<file path="src/hdl/rne_pkg.sv">
package rne_pkg;

  localparam int unsigned NumTerms    = 13;
  localparam int unsigned MidDepthDef = 2;
  localparam int unsigned OutDepthDef = 2;

  typedef logic [11:0] value_t;
  typedef logic [7:0]  symbol_t;
  typedef logic [1:0]  status_t;
  typedef logic [3:0]  term_t;

  localparam value_t ValueMax = 12'd3999;

  localparam status_t STATUS_OK    = 2'd0;
  localparam status_t STATUS_ZERO  = 2'd1;
  localparam status_t STATUS_RANGE = 2'd2;

  localparam symbol_t CH_NONE = 8'h00;
  localparam symbol_t CH_I    = 8'h49;
  localparam symbol_t CH_V    = 8'h56;
  localparam symbol_t CH_X    = 8'h58;
  localparam symbol_t CH_L    = 8'h4C;
  localparam symbol_t CH_C    = 8'h43;
  localparam symbol_t CH_D    = 8'h44;
  localparam symbol_t CH_M    = 8'h4D;

  // Greedy terms, largest first
  localparam value_t Weight [NumTerms] = '{
    12'd1000, 12'd900, 12'd500, 12'd400, 12'd100, 12'd90, 12'd50,
    12'd40, 12'd10, 12'd9, 12'd5, 12'd4, 12'd1
  };
  localparam symbol_t Glyph1 [NumTerms] = '{
    CH_M, CH_C, CH_D, CH_C, CH_C, CH_X, CH_L, CH_X, CH_X, CH_I, CH_V, CH_I, CH_I
  };
  // CH_NONE: single-letter symbol
  localparam symbol_t Glyph2 [NumTerms] = '{
    CH_NONE, CH_M, CH_NONE, CH_D, CH_NONE, CH_C, CH_NONE, CH_L, CH_NONE,
    CH_X, CH_NONE, CH_V, CH_NONE
  };

  typedef enum logic [1:0] {
    KIND_OK,
    KIND_ZERO,
    KIND_RANGE
  } kind_e;

  typedef struct packed {
    value_t value;
    kind_e  kind;
  } job_t;

  typedef struct packed {
    symbol_t symbol;
    logic    last;
    status_t status;
  } res_t;

  typedef enum logic [1:0] {
    BK_IDLE,
    BK_EMIT,
    BK_TAIL,
    BK_FLAG
  } back_state_e;

endpackage

</file>
<file path="src/hdl/roman_numeral_encoder.sv">
// Roman numeral encoder: one 12-bit number in, its Roman numeral out as a
// stream of ASCII letters, one word per letter, last letter flagged.
// Input channel: push_i / full_o, word accepted when push_i && !full_o.
// Output channel: empty_o / pop_i, oldest letter shown while !empty_o and
// taken when pop_i && !empty_o; symbol_o, last_o and status_o go together.
// 1..3999 encode greedily (M, CM, D, ... IV, I); zero gives one word with
// status 1, 4000..4095 one word with status 2, both with symbol 0, last 1.
// The first letter passes the middle queue, the sequencer's load state and
// the output queue before it shows. The back sequencer loads a number, then
// emits its letters in turn, and takes the next number only after the last.
// A short queue sits between classifier and sequencer, and an output queue
// holds finished letters, so input is still taken while the reader stalls;
// a stalled reader fills the output queue, then the sequencer holds, then
// the middle queue fills and full_o rises. Nothing is lost or repeated.
// Reset (rst_ni low, asynchronous) empties both queues and idles the
// sequencer; no state survives from one number to the next.
module roman_numeral_encoder #(
  parameter int unsigned MidDepth = rne_pkg::MidDepthDef,
  parameter int unsigned OutDepth = rne_pkg::OutDepthDef
) (
  input  logic             clk_i,
  input  logic             rst_ni,
  input  logic             push_i,
  output logic             full_o,
  input  rne_pkg::value_t  value_i,
  output logic             empty_o,
  input  logic             pop_i,
  output rne_pkg::symbol_t symbol_o,
  output logic             last_o,
  output rne_pkg::status_t status_o
);

  import rne_pkg::*;

  // front -> middle queue
  logic mid_push, mid_full, mid_pop, mid_empty;
  job_t mid_job_in, mid_job_out;

  // back -> output queue
  logic out_push, out_full;
  res_t out_res_in, out_res_out;

  rne_front u_front (
    .push_i   (push_i),
    .value_i  (value_i),
    .full_o   (full_o),
    .q_push_o (mid_push),
    .q_job_o  (mid_job_in),
    .q_full_i (mid_full)
  );

  rne_fifo #(
    .Width ($bits(job_t)),
    .Depth (MidDepth)
  ) u_mid_q (
    .clk_i   (clk_i),
    .rst_ni  (rst_ni),
    .push_i  (mid_push),
    .data_i  (mid_job_in),
    .full_o  (mid_full),
    .pop_i   (mid_pop),
    .data_o  (mid_job_out),
    .empty_o (mid_empty)
  );

  rne_back u_back (
    .clk_i      (clk_i),
    .rst_ni     (rst_ni),
    .q_empty_i  (mid_empty),
    .q_job_i    (mid_job_out),
    .q_pop_o    (mid_pop),
    .out_full_i (out_full),
    .out_push_o (out_push),
    .out_res_o  (out_res_in)
  );

  // Output queue decouples the sequencer from a stalling reader
  rne_fifo #(
    .Width ($bits(res_t)),
    .Depth (OutDepth)
  ) u_out_q (
    .clk_i   (clk_i),
    .rst_ni  (rst_ni),
    .push_i  (out_push),
    .data_i  (out_res_in),
    .full_o  (out_full),
    .pop_i   (pop_i),
    .data_o  (out_res_out),
    .empty_o (empty_o)
  );

  assign symbol_o = out_res_out.symbol;
  assign last_o   = out_res_out.last;
  assign status_o = out_res_out.status;

endmodule

</file>
<file path="src/hdl/rne_fifo.sv">
module rne_fifo #(
  parameter int unsigned Width = 8,
  parameter int unsigned Depth = 2
) (
  input  logic             clk_i,
  input  logic             rst_ni,
  input  logic             push_i,
  input  logic [Width-1:0] data_i,
  output logic             full_o,
  input  logic             pop_i,
  output logic [Width-1:0] data_o,
  output logic             empty_o
);

  localparam int unsigned PtrW = (Depth > 1) ? $clog2(Depth) : 1;
  localparam int unsigned CntW = $clog2(Depth + 1);

  logic [Width-1:0] mem_q [Depth];
  logic [PtrW-1:0]  wr_ptr_q, wr_ptr_d, rd_ptr_q, rd_ptr_d;
  logic [CntW-1:0]  cnt_q, cnt_d;
  logic             do_push, do_pop;

  assign full_o  = (cnt_q == CntW'(Depth));
  assign empty_o = (cnt_q == '0);
  assign do_push = push_i && !full_o;
  assign do_pop  = pop_i && !empty_o;
  assign data_o  = mem_q[rd_ptr_q];

  always_comb begin
    wr_ptr_d = wr_ptr_q;
    rd_ptr_d = rd_ptr_q;
    cnt_d    = cnt_q;
    if (do_push) begin
      wr_ptr_d = (wr_ptr_q == PtrW'(Depth - 1)) ? '0 : wr_ptr_q + 1'b1;
    end
    if (do_pop) begin
      rd_ptr_d = (rd_ptr_q == PtrW'(Depth - 1)) ? '0 : rd_ptr_q + 1'b1;
    end
    if (do_push && !do_pop) begin
      cnt_d = cnt_q + 1'b1;
    end else if (do_pop && !do_push) begin
      cnt_d = cnt_q - 1'b1;
    end
  end

  always_ff @(posedge clk_i or negedge rst_ni) begin
    if (!rst_ni) begin
      wr_ptr_q <= '0;
      rd_ptr_q <= '0;
      cnt_q    <= '0;
    end else begin
      wr_ptr_q <= wr_ptr_d;
      rd_ptr_q <= rd_ptr_d;
      cnt_q    <= cnt_d;
    end
  end

  always_ff @(posedge clk_i) begin
    if (do_push) begin
      mem_q[wr_ptr_q] <= data_i;
    end
  end

endmodule

</file>
<file path="src/hdl/rne_front.sv">
module rne_front (
  input  logic            push_i,
  input  rne_pkg::value_t value_i,
  output logic            full_o,
  output logic            q_push_o,
  output rne_pkg::job_t   q_job_o,
  input  logic            q_full_i
);

  import rne_pkg::*;

  assign full_o          = q_full_i;
  assign q_push_o        = push_i;

  always_comb begin
    q_job_o.value = value_i;
    if (value_i == '0) begin
      q_job_o.kind = KIND_ZERO;
    end else if (value_i > ValueMax) begin
      q_job_o.kind = KIND_RANGE;
    end else begin
      q_job_o.kind = KIND_OK;
    end
  end

endmodule

</file>
<file path="src/hdl/rne_back.sv">
module rne_back (
  input  logic          clk_i,
  input  logic          rst_ni,
  input  logic          q_empty_i,
  input  rne_pkg::job_t q_job_i,
  output logic          q_pop_o,
  input  logic          out_full_i,
  output logic          out_push_o,
  output rne_pkg::res_t out_res_o
);

  import rne_pkg::*;

  back_state_e state_q, state_d;
  value_t      rest_q, rest_next;
  symbol_t     tail_q;
  status_t     flag_q;
  term_t       sel;

  // Largest term that still fits; lowest index wins
  always_comb begin
    sel = '0;
    for (int t = NumTerms - 1; t >= 0; t--) begin
      if (rest_q >= Weight[t]) begin
        sel = term_t'(t);
      end
    end
  end

  assign rest_next = rest_q - Weight[sel];

  // Next state
  always_comb begin
    state_d = state_q;
    case (state_q)
      BK_IDLE: begin
        if (!q_empty_i) begin
          state_d = (q_job_i.kind == KIND_OK) ? BK_EMIT : BK_FLAG;
        end
      end
      BK_EMIT: begin
        if (!out_full_i) begin
          if (Glyph2[sel] != CH_NONE) begin
            state_d = BK_TAIL;
          end else if (rest_next == '0) begin
            state_d = BK_IDLE;
          end
        end
      end
      BK_TAIL: begin
        if (!out_full_i) begin
          state_d = (rest_q == '0) ? BK_IDLE : BK_EMIT;
        end
      end
      BK_FLAG: begin
        if (!out_full_i) begin
          state_d = BK_IDLE;
        end
      end
      default: state_d = BK_IDLE;
    endcase
  end

  // Outputs
  always_comb begin
    q_pop_o    = 1'b0;
    out_push_o = 1'b0;
    out_res_o  = '{symbol: CH_NONE, last: 1'b0, status: STATUS_OK};
    case (state_q)
      BK_IDLE: begin
        q_pop_o = !q_empty_i;
      end
      BK_EMIT: begin
        out_push_o       = !out_full_i;
        out_res_o.symbol = Glyph1[sel];
        out_res_o.last   = (Glyph2[sel] == CH_NONE) && (rest_next == '0);
      end
      BK_TAIL: begin
        out_push_o       = !out_full_i;
        out_res_o.symbol = tail_q;
        out_res_o.last   = (rest_q == '0);
      end
      BK_FLAG: begin
        out_push_o       = !out_full_i;
        out_res_o.last   = 1'b1;
        out_res_o.status = flag_q;
      end
      default: begin
        q_pop_o = 1'b0;
      end
    endcase
  end

  always_ff @(posedge clk_i or negedge rst_ni) begin
    if (!rst_ni) begin
      state_q <= BK_IDLE;
    end else begin
      state_q <= state_d;
    end
  end

  always_ff @(posedge clk_i) begin
    if (q_pop_o) begin
      rest_q <= q_job_i.value;
      flag_q <= (q_job_i.kind == KIND_ZERO) ? STATUS_ZERO : STATUS_RANGE;
    end else if ((state_q == BK_EMIT) && out_push_o) begin
      rest_q <= rest_next;
      tail_q <= Glyph2[sel];
    end
  end

endmodule

</file>
<file path="config.mk">
export PLATFORM = sky130hd
export DESIGN_NAME = roman_numeral_encoder
export DESIGN_NICKNAME = d
export VERILOG_FILES = /design/src/hdl/rne_pkg.sv /design/src/hdl/roman_numeral_encoder.sv /design/src/hdl/rne_fifo.sv /design/src/hdl/rne_front.sv /design/src/hdl/rne_back.sv
export SDC_FILE = /design/constraint.sdc
export NUM_CORES = 1
export LEC_CHECK = 0
export BUFFER_PORTS_ARGS = -buffer_cell sky130_fd_sc_hd__buf_2
export CAP_MARGIN = 20
export CELL_PAD_IN_SITES_DETAIL_PLACEMENT = 1
export CELL_PAD_IN_SITES_GLOBAL_PLACEMENT = 1
export CORE_UTILIZATION = 49
export CTS_CLUSTER_DIAMETER = 120
export DETAILED_ROUTE_END_ITERATION = 8
export GPL_ROUTABILITY_DRIVEN = 0
export PLACE_DENSITY_LB_ADDON = 0.1
export SLEW_MARGIN = 20
export SYNTH_ARGS = -nofsm -noshare
export SYNTH_HDL_FRONTEND = slang
export SYNTH_SLANG_ARGS = --single-unit
</file>
<file path="constraint.sdc">
create_clock -name clk_i -period 5.27 [get_ports clk_i]
set_input_delay 0.527 -clock clk_i [delete_from_list [all_inputs] [get_ports clk_i]]
set_output_delay 0.527 -clock clk_i [all_outputs]
set_load 0.005 [all_outputs]
</file>
==> results.md, run 1 <==
* Status: complete, no violations
* R2R depth at 18
* FP Rows at 34
* Overflow after GRT at 0
* Worst-margin pin slew at 0.821 ns
* Startpoint types: flip-flop
* Ys flop type: edfxtp_1
* TritonCTS clock tree: done
* Worst-Skew Late Latency at 0.35 ns
* Crit path DAT at roughly 5.2 ns
* CP endpoint kind: flip-flop
* DP Area at 0.00476 mm²
* Vias in the first global route at 3,471
* Routed wire length per instance at 20.3 µm
* # diodes at 0
* Final WL at 11,400 µm
* Die area at around 0.0095 mm²
* Number of synthesized flops with an enable pin at 66
* DRC viols at 0
* FMAX at 200 MHz
* Initial Utilization at 51.1%
* Post-synth top area share at between 40% and 50%
* Worst slew margin at between 40% and 50%
* Hpwl dp at between 8000 and 9000 µm
* Min Tclk post-route at between 4 and 5 ns
* Yosys cell types at 75
* Leading area contributor after synthesis: edfxtp_1
* Ports at 29
* H-tree Lvls at 3
* Dominant cells by area after synthesis: edfxtp_1 44%, dfrtp_1 5.6%, ha_1 5.6%, a21oi_1 2.8%, nand2_1 2.6%
* Routed via count at 3,443
* Clk buf depth at 2
* Hold Crit Class: primary input to asynchronous set/reset pin
* Final ANT Viol Nets at 0
* First-pass GRT wire length at 18,500 µm
* Initial antenna violation count at 0
* Share of layout cells above drive strength 1 at 20.1%
* Iter 0 DRT Violations at ~200
* Synth cell count leaders: 66 x edfxtp_1, 31 x nand2_1, 28 x nor2_1
* Number of fill cells at around 950
* Routing usage on met3 at 4.03%
* Hold Vio Cnt, Final at 0
* Crit path max fanout at 9
* Gate count of the mapped netlist at 404
* Clk_skew at around 0.015 ns
* Root Driver: clkbuf_8
* Final setup fails at 0
* Largest net degree at the start of global routing at 25
* CP Class: flip-flop to flip-flop
* GR Util met2 at 42.5%
* Number of max-cap violations at 0
* Area grow syn2layout at 12.4%
* Period Utilization, post-route at 94.7%
* Fin nets at around 480
* Pins over their slew limit at 0
* Synthesized flop and latch total at 76
* Core Area at roughly 0.0088 mm²
* Asr flop ratio synth at 13.2%
* Drt via density at 6.15
* Post-synthesis sequential area ratio at between 40% and 50%
* Clock sinks at 76
* GRT Util Overall at 25.0%
* Grt met1 use at 33.2%
* Register clock-pin slew on the reported worst setup and hold paths at approximately 0.090 ns
* Most used routing layer: met2
* Input/output buffers at 26
* Chip height at 97.6 µm
* Design area at 0.00503 mm²
* CP required at 5.50 ns
* Most frequent cell after synthesis: edfxtp_1
* Mapped cell area at 0.00447 mm²
* Drt pass-1 iters at 4
* CTS Buf Count at 9
* Avg Inst Size Synth at 11.1 µm²
* Number of synthesis warnings at 0
* Hold buffers post-CTS at 0
* Die width at slightly below 100 µm
[stage by stage]
step,setup WS (ns),hold WS [ns],cells,TNS (ns),utilization (%)
final,0.277,0.0292,560,0,57.4
after global routing,-0.00825,0.0340,560,-0.00825,57.4
after CTS,0.166,0.0157,550,0,56.4
after detailed placement,0.201,0.408,534,0,54.3
after global placement,0.427,0.403,534,0,54.3
after floorplan,0.762,0.231,405,0,-
[registers in the layout, summed over array words and instances (netlist names)]
name and count:
u_mid_q.wr_ptr_q 1, u_back.state_q 2, u_out_q.cnt_q 2, u_out_q.mem_q 18, u_mid_q.cnt_q 2, u_back.flag_q 2
u_out_q.wr_ptr_q 1, u_out_q.rd_ptr_q 1, u_back.rest_q 12, u_mid_q.mem_q 28, u_mid_q.rd_ptr_q 1, u_back.tail_q 6
[cell families (layout without fill, tap and decap cells)]
kind of cell / Yosys count / count (layout) / synth area share [%]
and+or+nand+nor: 130 / 130 / 15.8
other: 1 / 2 / 0.0838
adders and majority gates: 21 / 21 / 6.04
AOI/OAI and AO/OA: 113 / 113 / 18.2
xor gates and xnor gates: 16 / 16 / 3.13
muxes: 17 / 17 / 4.08
buffers and inverters: 30 / 77 / 2.77
DFF: 76 / 76 / 49.9
[cell type report]
class	instances	area, µm²	area share [%]
Clock buffer	12	156	3.11
Clock inverter	4	28.8	0.572
Inverter	14	52.6	1.04
Multi-Input combinational cell	299	2140	42.5
Sequential cell	76	2230	44.4
Tap cell	108	135	2.69
Timing Repair Buffer	47	288	5.72
[metal layers]
layer	vias up	wire, µm
li1	1621	-
met5	-	0
met2	82	5700
met4	0	178
met1	1724	5040
met3	16	464
[what timing repair did]
action,CTS,global route
setup buffers,0,10
endpoints found under the setup margin,0,2
gates resized for setup,0,3
[worst max-delay path, stage by stage (launching register included)]
cell and delay, ns:
edfxtp_1 0.55, nor4b_2 0.34, o21ai_2 0.11, a2111oi_2 0.46, o311a_4 0.30, inv_2 0.07
ha_1 0.34, nor2_1 0.13, nor2_1 0.05, ha_1 0.21, fa_1 0.40, nand2b_1 0.18
a21oi_1 0.28, o21ai_0 0.21, xnor2_1 0.19, nor3b_1 0.29, nand4_1 0.21, a21oi_2 0.22
mux2_1 0.33
[placed cells by master (no fill, tap or decap), types with 10 or more instances in the layout]
master / count
a21oi_1: 25
buf_2: 26
buf_4: 21
dfrtp_1: 10
edfxtp_1: 66
ha_1: 20
inv_1: 12
nand2_1: 31
nor2_1: 26
nor2b_1: 11
o21ai_0: 21
[final timing paths]
kind | from | end | slack (ns)
max | u_back.rest_q[3] | u_back.state_q[1] | 0.28
min | rst_ni | u_out_q.cnt_q[1] | 0.03
max reg2reg | u_back.rest_q[3] | u_back.state_q[1] | 0.28
min reg2reg | u_out_q.wr_ptr_q | u_out_q.wr_ptr_q | 0.50
max in group asynchronous | rst_ni | u_back.state_q[1] | 5.03
min in group clk_i | value_i[4] | u_mid_q.mem_q[1][6] | 0.38
Power of run 1 is not shown: default switching activity piles up to over one toggle a cycle in this logic, so the estimate is an artifact.
==> run 2, diff against run 1 <==
CORE_UTILIZATION = 29   (was 49)
==> run 2 against run 1 <==
Via count is 3.9% lower. Flip-flop and latch count is the same. Sequential share of layout area shrank 1.5 points. Register-to-register slack improved by 0.02 ns. Clock-buffer cell count down 2. Highest routed layer unchanged.
==> results.md, run 2 (synthesis results as in run 1) <==
* Input/output buffers at 26 (unchanged)
* Period Utilization, post-route at 94.4% (-0.35 points)
* FMAX at 201 MHz (+0.37%)
* CP required at 5.50 ns (about the same)
* Worst-margin pin slew at 0.825 ns (+0.00410 ns)
* Hold buffers post-CTS at 0 (unchanged)
* Hold Vio Cnt, Final at 0 (unchanged)
* Initial Utilization at 29.5% (-22 points)
* CTS Buf Count at 9 (unchanged)
* Number of fill cells at 1,662 (+76%)
* Final ANT Viol Nets at 0 (unchanged)
* Root Driver: clkbuf_16
* Min Tclk post-route at 4.97 ns (-0.0186 ns)
* Area grow syn2layout at 16.3%
* Drt pass-1 iters at 4 (unchanged)
* CP Class: flip-flop to flip-flop
* Setup TNS at 0 ns (unchanged)
* DRC viols at 0 (unchanged)
* Hpwl dp at 8740 µm (+3.1%)
* GRT Util Overall at 15.5% (-9.5 points)
* Final setup fails at 0 (unchanged)
* Hold Crit Class: primary input to asynchronous set/reset pin
* Routed via count at 3,310 (-3.9%)
* Clk_skew at 0.00789 ns (-0.00727 ns)
* Crit-path cells: nor3_4 -> nand2_1 -> nor3_1 -> a21o_1 -> o21ai_1 -> o211ai_2 -> ha_1 -> nor2_1 -> nor2_1 -> ha_1 -> fa_1 -> nand2b_1 -> a21oi_1 -> o21ai_0 -> a211oi_1 -> and4b_1 -> nand4_1 -> a21oi_2 -> mux2_1
* Final WL at 11,400 µm (-0.18%)
* Crit path max fanout at 6 (-3)
* Post-CTS Setup Bufs at 0 (unchanged)
* Design area at 0.00520 mm² (+3.4%)
* Pins over their slew limit at 0 (unchanged)
* Chip height at 126 µm (+29%)
* Die area at 0.0159 mm² (+67%)
* Clk buf depth at 2 (unchanged)
* Ports at 29 (unchanged)
* Drt via density at 5.23 (-15%)
* Overflow after GRT at 0 (unchanged)
* Slowest-stage cell, CP: edfxtp_1
* CP endpoint kind: flip-flop
* RSZ-0062 raised after global routing: false
* DP Area at 0.00488 mm² (+2.5%)
* Share of layout cells above drive strength 1 at 18.0% (-2.2 points)
* Worst-Skew Late Latency at 0.35 ns (about the same)
* TritonCTS clock tree: done
* Leading cell type in the layout, fill and taps excluded: edfxtp_1
* Register clock-pin slew on the reported worst setup and hold paths at 0.06 ns (-0.03 ns)
* Vias in the first global route at 3,418 (-1.5%)
* Crit-path max cell delay at 0.52 ns (-0.03 ns)
* Most frequent cells in the layout: 66 x edfxtp_1, 31 x nand2_1, 28 x nor2_1
* First-pass GRT wire length at 18,700 µm (+1.5%)
* Routed wire length per instance at 17.9 µm (-12%)
* Clock sinks at 76 (unchanged)
* Top reg by flops: u_mid_q.mem_q
* Crit path DAT at 5.20 ns (-0.02 ns)
* Largest net degree at the start of global routing at 25 (unchanged)
* Worst slew margin at 45.0% (-0.27 points)
* # diodes at 0 (unchanged)
* Max reg flops at 28 (unchanged)
* Fin nets at 477 (-1.4%)
* Initial antenna violation count at 0 (unchanged)
* Die width at 126 µm (+29%)
* Core Area at 0.0151 mm² (+73%)
* H-tree Lvls at 3 (unchanged)
* Startpoint types: flip-flop
* Biggest regs: u_mid_q.mem_q x28, u_out_q.mem_q x18, u_back.rest_q x12
* Number of max-cap violations at 0 (unchanged)
* Iter 0 DRT Violations at 150 (-26%)
* Status: complete, no violations
* FP Rows at 45 (+32%)
run 2: changes by cell type in the layout (fill, tap and decap cells not counted), moves of 2 or more:
| cell | previous run | this run |
|---|---|---|
| buf_4 | 21 | 14 |
| bufinv_16 | 0 | 2 |
| clkbuf_16 | 1 | 9 |
| clkbuf_8 | 9 | 0 |
| clkinv_1 | 0 | 3 |
| nor2_1 | 26 | 28 |
run 2: through the flow:
stage	setup slack [ns]	cells	hold slack [ns]	util [%]
after floorplan	0.762	405	0.231	-
after detailed placement	0.192	617	0.406	32.2
final	0.296	633	0.0344	34.3
after global routing	0.0207	633	0.0484	34.3
after global placement	0.247	617	0.407	32.2
after CTS	0.206	633	0.0316	34.2
run 2: cell type report:
cell class / count / area, µm² / area share, %
inverters: 14 / 52.6 / 1.01
clock buffers: 10 / 229 / 4.40
repair buffers: 40 / 235 / 4.52
flip-flops and latches: 76 / 2230 / 42.9
multi-input cells: 299 / 2140 / 41.1
well taps: 188 / 235 / 4.52
clock inverters: 6 / 78.8 / 1.52
run 2: timing repair:
item,in CTS,in global routing
endpoints found under the setup margin,0,2
endpoints found under the hold margin,0,0
gates resized for setup,0,2
run 2: worst paths after layout:
kind | from | end | slack, ns | depth (start not counted)
max in group asynchronous | rst_ni | u_mid_q.cnt_q[1] | 5.04 | 1
min in group clk_i | value_i[2] | u_mid_q.mem_q[0][4] | 0.39 | 1
worst min-delay path | rst_ni | u_out_q.rd_ptr_q | 0.03 | 1
worst max-delay path | u_back.rest_q[7] | u_back.state_q[1] | 0.30 | 19
worst max register to register | u_back.rest_q[7] | u_back.state_q[1] | 0.30 | 19
worst min register to register | u_out_q.wr_ptr_q | u_out_q.wr_ptr_q | 0.48 | 1
run 2: worst max-delay path, delay by kind of cell (launching register included):
kind | cells | cell delay, ns
AOI/OAI and AO/OA | 7 | 1.50
adders and majority gates | 3 | 0.93
DFF | 1 | 0.52
muxes | 1 | 0.32
and+or+nand+nor | 8 | 1.59
run 2: routing by layer:
metal	part of all wire, %	global-route usage, %	vias to the layer above
li1	-	-	1601
met1	47	20.0	1638
met2	48	25.0	57
met3	3.5	3.78	14
met4	1.5	6.17	0
met5	0	0	-
Power of run 2 is left out for the same reason.
==> run 3, diff against run 2 <==
SYNTH_HIERARCHICAL = 1   (was unset)
==> run 3 against run 2 <==
Synthesized cell count rose by 6.2%. Final cell count rose by 10%. Cell area grew 8.8%. Setup slack gained 0.032 ns. Sequential share of layout area shrank 1.3 points. Area after synthesis rose by 8.9%. Critical path type unchanged. Largest cell class unchanged. Highest routed layer unchanged.
==> results.md, run 3 <==
* Ys flop type: edfxtp_1
* Slowest-stage cell, CP: or4_4
* Most frequent cell after synthesis: edfxtp_1
* Leakage at 2.16 nW
* Final WL at 12,000 µm (+5.6%)
* Chip height at 132 µm (+4.3%)
* CP Class: flip-flop to flip-flop
* Crit path DAT at 5.11 ns (-0.09 ns)
* R2R setup slack at 0.33 ns (+0.03 ns)
* Crit Reg-Reg Startpoint: u_back/rest_q[3]
* Startpoint types: flip-flop
* Number of synthesized flops with an enable pin at 70 (+6.1%)
* GRT Util Overall at 14.7% (-0.84 points)
* Stages on worst setup path at 19 (unchanged)
* Number of fill cells at 1,858 (+12%)
* Pins over their slew limit at 0 (unchanged)
* Final ANT Viol Nets at 0 (unchanged)
* Synth cell count leaders: 70 x edfxtp_1, 33 x nand2_1, 29 x nor2_1
* Biggest regs: u_mid_q/mem_q x28, u_out_q/mem_q x22, u_back/rest_q x12
* CP endpoint kind: flip-flop
* Clk buf depth at 2 (unchanged)
* Ports at 29 (unchanged)
* Largest net degree at the start of global routing at 17 (-32%)
* Drt pass-1 iters at 4 (unchanged)
* Design area at 0.00566 mm² (+8.8%)
* Drt via density at 4.90 (-6.3%)
* Final WS setup at 0.328 ns (+0.0323 ns)
* Gate count of the mapped netlist at 429 (+6.2%)
* Vias in the first global route at 3,525 (+3.1%)
* DRC viols at 0 (unchanged)
* Die area at 0.0173 mm² (+8.7%)
* Post-synthesis sequential area ratio at 48.3% (-1.6 points)
* Max reg flops at 28 (unchanged)
* Clk_skew at 0.00381 ns (-0.00408 ns)
* Hold Crit Class: primary input to asynchronous set/reset pin
* Routed wire length per instance at 17.2 µm (-4.0%)
* Crit-path cells: or4_4 -> o2111ai_1 -> a2111oi_0 -> buf_4 -> o31a_1 -> buf_4 -> and2_4 -> or2_4 -> o21bai_1 -> ha_1 -> o21a_1 -> o21ai_1 -> o311ai_0 -> nor3_1 -> nand4_1 -> a2111oi_2 -> buf_4 -> nand2b_1 -> a21oi_1
* Power per cell area at 716 mW/mm²
* Min Tclk post-route at 4.94 ns (-0.0323 ns)
* Worst slew margin at 34.0% (-11 points)
* CTS Buf Count at 9 (unchanged)
* Iter 0 DRT Violations at 163 (+8.7%)
* CP most frequent cell: buf_4
* Initial Utilization at 29.6% (+0.048 points)
* Initial antenna violation count at 0 (unchanged)
* Number of max-cap violations at 0 (unchanged)
* Worst-Skew Late Latency at 0.34 ns (about the same)
* Cell family with most CP delay: compound AO/OA/AOI/OAI gates
* Hold buffers post-CTS at 0 (unchanged)
* Crit Reg-Reg Endpoint: u_out_q/mem_q[0][2]
* Final setup fails at 0 (unchanged)
* Leading area contributor after synthesis: edfxtp_1
* Top reg by flops: u_mid_q/mem_q
* Crit-path max cell delay at 0.62 ns (+0.10 ns)
* First-pass GRT wire length at 19,600 µm (+4.6%)
* Register clock-pin slew on the reported worst setup and hold paths at 0.06 ns (about the same)
* Asr flop ratio synth at 12.5% (-0.66 points)
* Avg Inst Size Synth at 11.4 µm² (+2.5%)
* Hpwl dp at 9100 µm (+4.1%)
* Overflow after GRT at 0 (unchanged)
* Worst-margin pin slew at 0.986 ns (+0.161 ns)
* TritonCTS clock tree: done
* Most frequent cells in the layout: 70 x edfxtp_1, 33 x nand2_1, 33 x buf_4
* Place WS at 0.0301 ns (-0.162 ns)
* Core Area at 0.0165 mm² (+8.7%)
* Yosys cell types at 79 (+5.3%)
* Crit path max fanout at 10 (+4)
* Leading cell type in the layout, fill and taps excluded: edfxtp_1
* End of the critical path: u_out_q/mem_q[0][2]
* H-tree Lvls at 3 (unchanged)
* Period Utilization, post-route at 93.8% (-0.61 points)
* CP required at 5.44 ns (-0.06 ns)
* PnR Total Power at 4.05 mW
* Fin nets at 510 (+6.9%)
* Hold slack at 0.0471 ns (+0.0127 ns)
* Number of synthesis warnings at 6 (+6)
* Post-synth top area share at 43.1% (-1.2 points)
* Area grow syn2layout at 16.1%
* FP Rows at 47 (+4.4%)
* CP Launch Point: u_back/rest_q[3]
* DP Area at 0.00524 mm² (+7.4%)
* Die width at 132 µm (+4.3%)
* Clock sinks at 80 (+5.3%)
* Hold Vio Cnt, Final at 0 (unchanged)
* # diodes at 0 (unchanged)
* Setup TNS at 0 ns (unchanged)
* Routed via count at 3,410 (+3.0%)
* Root Driver: clkbuf_16
* Synthesized flop and latch total at 80 (+5.3%)
* Dominant cells by area after synthesis: edfxtp_1 43%, ha_1 5.6%, dfrtp_1 5.1%, buf_4 2.8%, mux2_4 2.8%
* FMAX at 202 MHz (+0.65%)
* R2R depth at 19 (unchanged)
* CP bufs+invs at 3 (+3)
* Share of layout cells above drive strength 1 at 24.8% (+6.8 points)
* Peak VDD IR at 0.000251 V
* Mapped cell area at 0.00487 mm² (+8.9%)
* Status: complete, no violations
* Input/output buffers at 28 (+7.7%)
[run 3: report_power, final]
group | switching (mW) | total [mW] | internal, mW
registers | 0.193 | 1.25 | 1.06
clock network | 0.247 | 0.613 | 0.367
logic | 1.25 | 2.18 | 0.929
total | 1.69 | 4.05 | 2.36
[run 3: logic make-up after synthesis]
kind of cell | count (synthesis) | synth area share (%)
xor gates and xnor gates | 15 | 2.70
adders and majority gates | 23 | 6.06
AOI/OAI and AO/OA | 100 | 14.8
muxes | 29 | 7.29
other | 1 | 0.0770
DFF | 80 | 48.3
buffers and inverters | 47 | 5.86
and+or+nand+nor | 134 | 14.9
[run 3: worst reg2reg max path: stages, from the launching register on]
cell       delay (ns)
edfxtp_1         0.51
or4_4            0.62
o2111ai_1        0.24
a2111oi_0        0.15
buf_4            0.17
o31a_1           0.12
buf_4            0.19
and2_4           0.15
or2_4            0.25
o21bai_1         0.20
ha_1             0.35
o21a_1           0.20
o21ai_1          0.25
o311ai_0         0.20
nor3_1           0.33
nand4_1          0.16
a2111oi_2        0.29
buf_4            0.17
nand2b_1         0.06
a21oi_1          0.19
[run 3: cell type report]
type / instances / area (µm²) / share of cell area (%)
sequential: 80 / 2350 / 41.6
clock buffer: 12 / 236 / 4.18
inverter: 16 / 60.1 / 1.06
tap: 220 / 275 / 4.87
multi-input combinational: 303 / 2300 / 40.6
timing repair buffer: 61 / 388 / 6.86
clock inverter: 4 / 48.8 / 0.862
[run 3: through the flow]
stage          cells  utilization, %
4_1_cts          687            33.6
3_3_place_gp     670            31.8
2_1_floorplan    430               -
5_1_grt          696            34.4
6_report         696            34.4
3_5_place_dp     670            31.8
[run 3: repair_timing]
action                     CTS  global route
setup buffers                1             9
setup endpoints to repair    2             4
gates resized for setup      0            13
pin swaps                    1             4
cloned                       0             0
[run 3: routing by layer]
| metal | vias to the layer above | GRT usage (%) | part of all wire, % | wire length, µm |
|---|---|---|---|---|
| met5 | - | 0 | 0 | 0 |
| met4 | 0 | 4.72 | 1.7 | 207 |
| met3 | 12 | 3.40 | 2.9 | 353 |
| met2 | 54 | 23.2 | 46 | 5560 |
| met1 | 1667 | 19.8 | 49 | 5870 |
| li1 | 1677 | - | - | - |
[run 3: how the worst min path moves through the flow]
stage | slack (ns) | end | start | cells after the start
2_1_floorplan | 0.23 | u_back/state_q[0] | rst_ni | 0
3_3_place_gp | 0.42 | u_back/state_q[0] | rst_ni | 1
3_5_place_dp | 0.42 | u_out_q/rd_ptr_q | rst_ni | 1
4_1_cts | 0.04 | u_out_q/wr_ptr_q | rst_ni | 1
5_1_grt | 0.05 | u_out_q/rd_ptr_q | rst_ni | 1
6_report | 0.05 | u_out_q/wr_ptr_q | rst_ni | 1
Power figures use the tool's default switching activity.
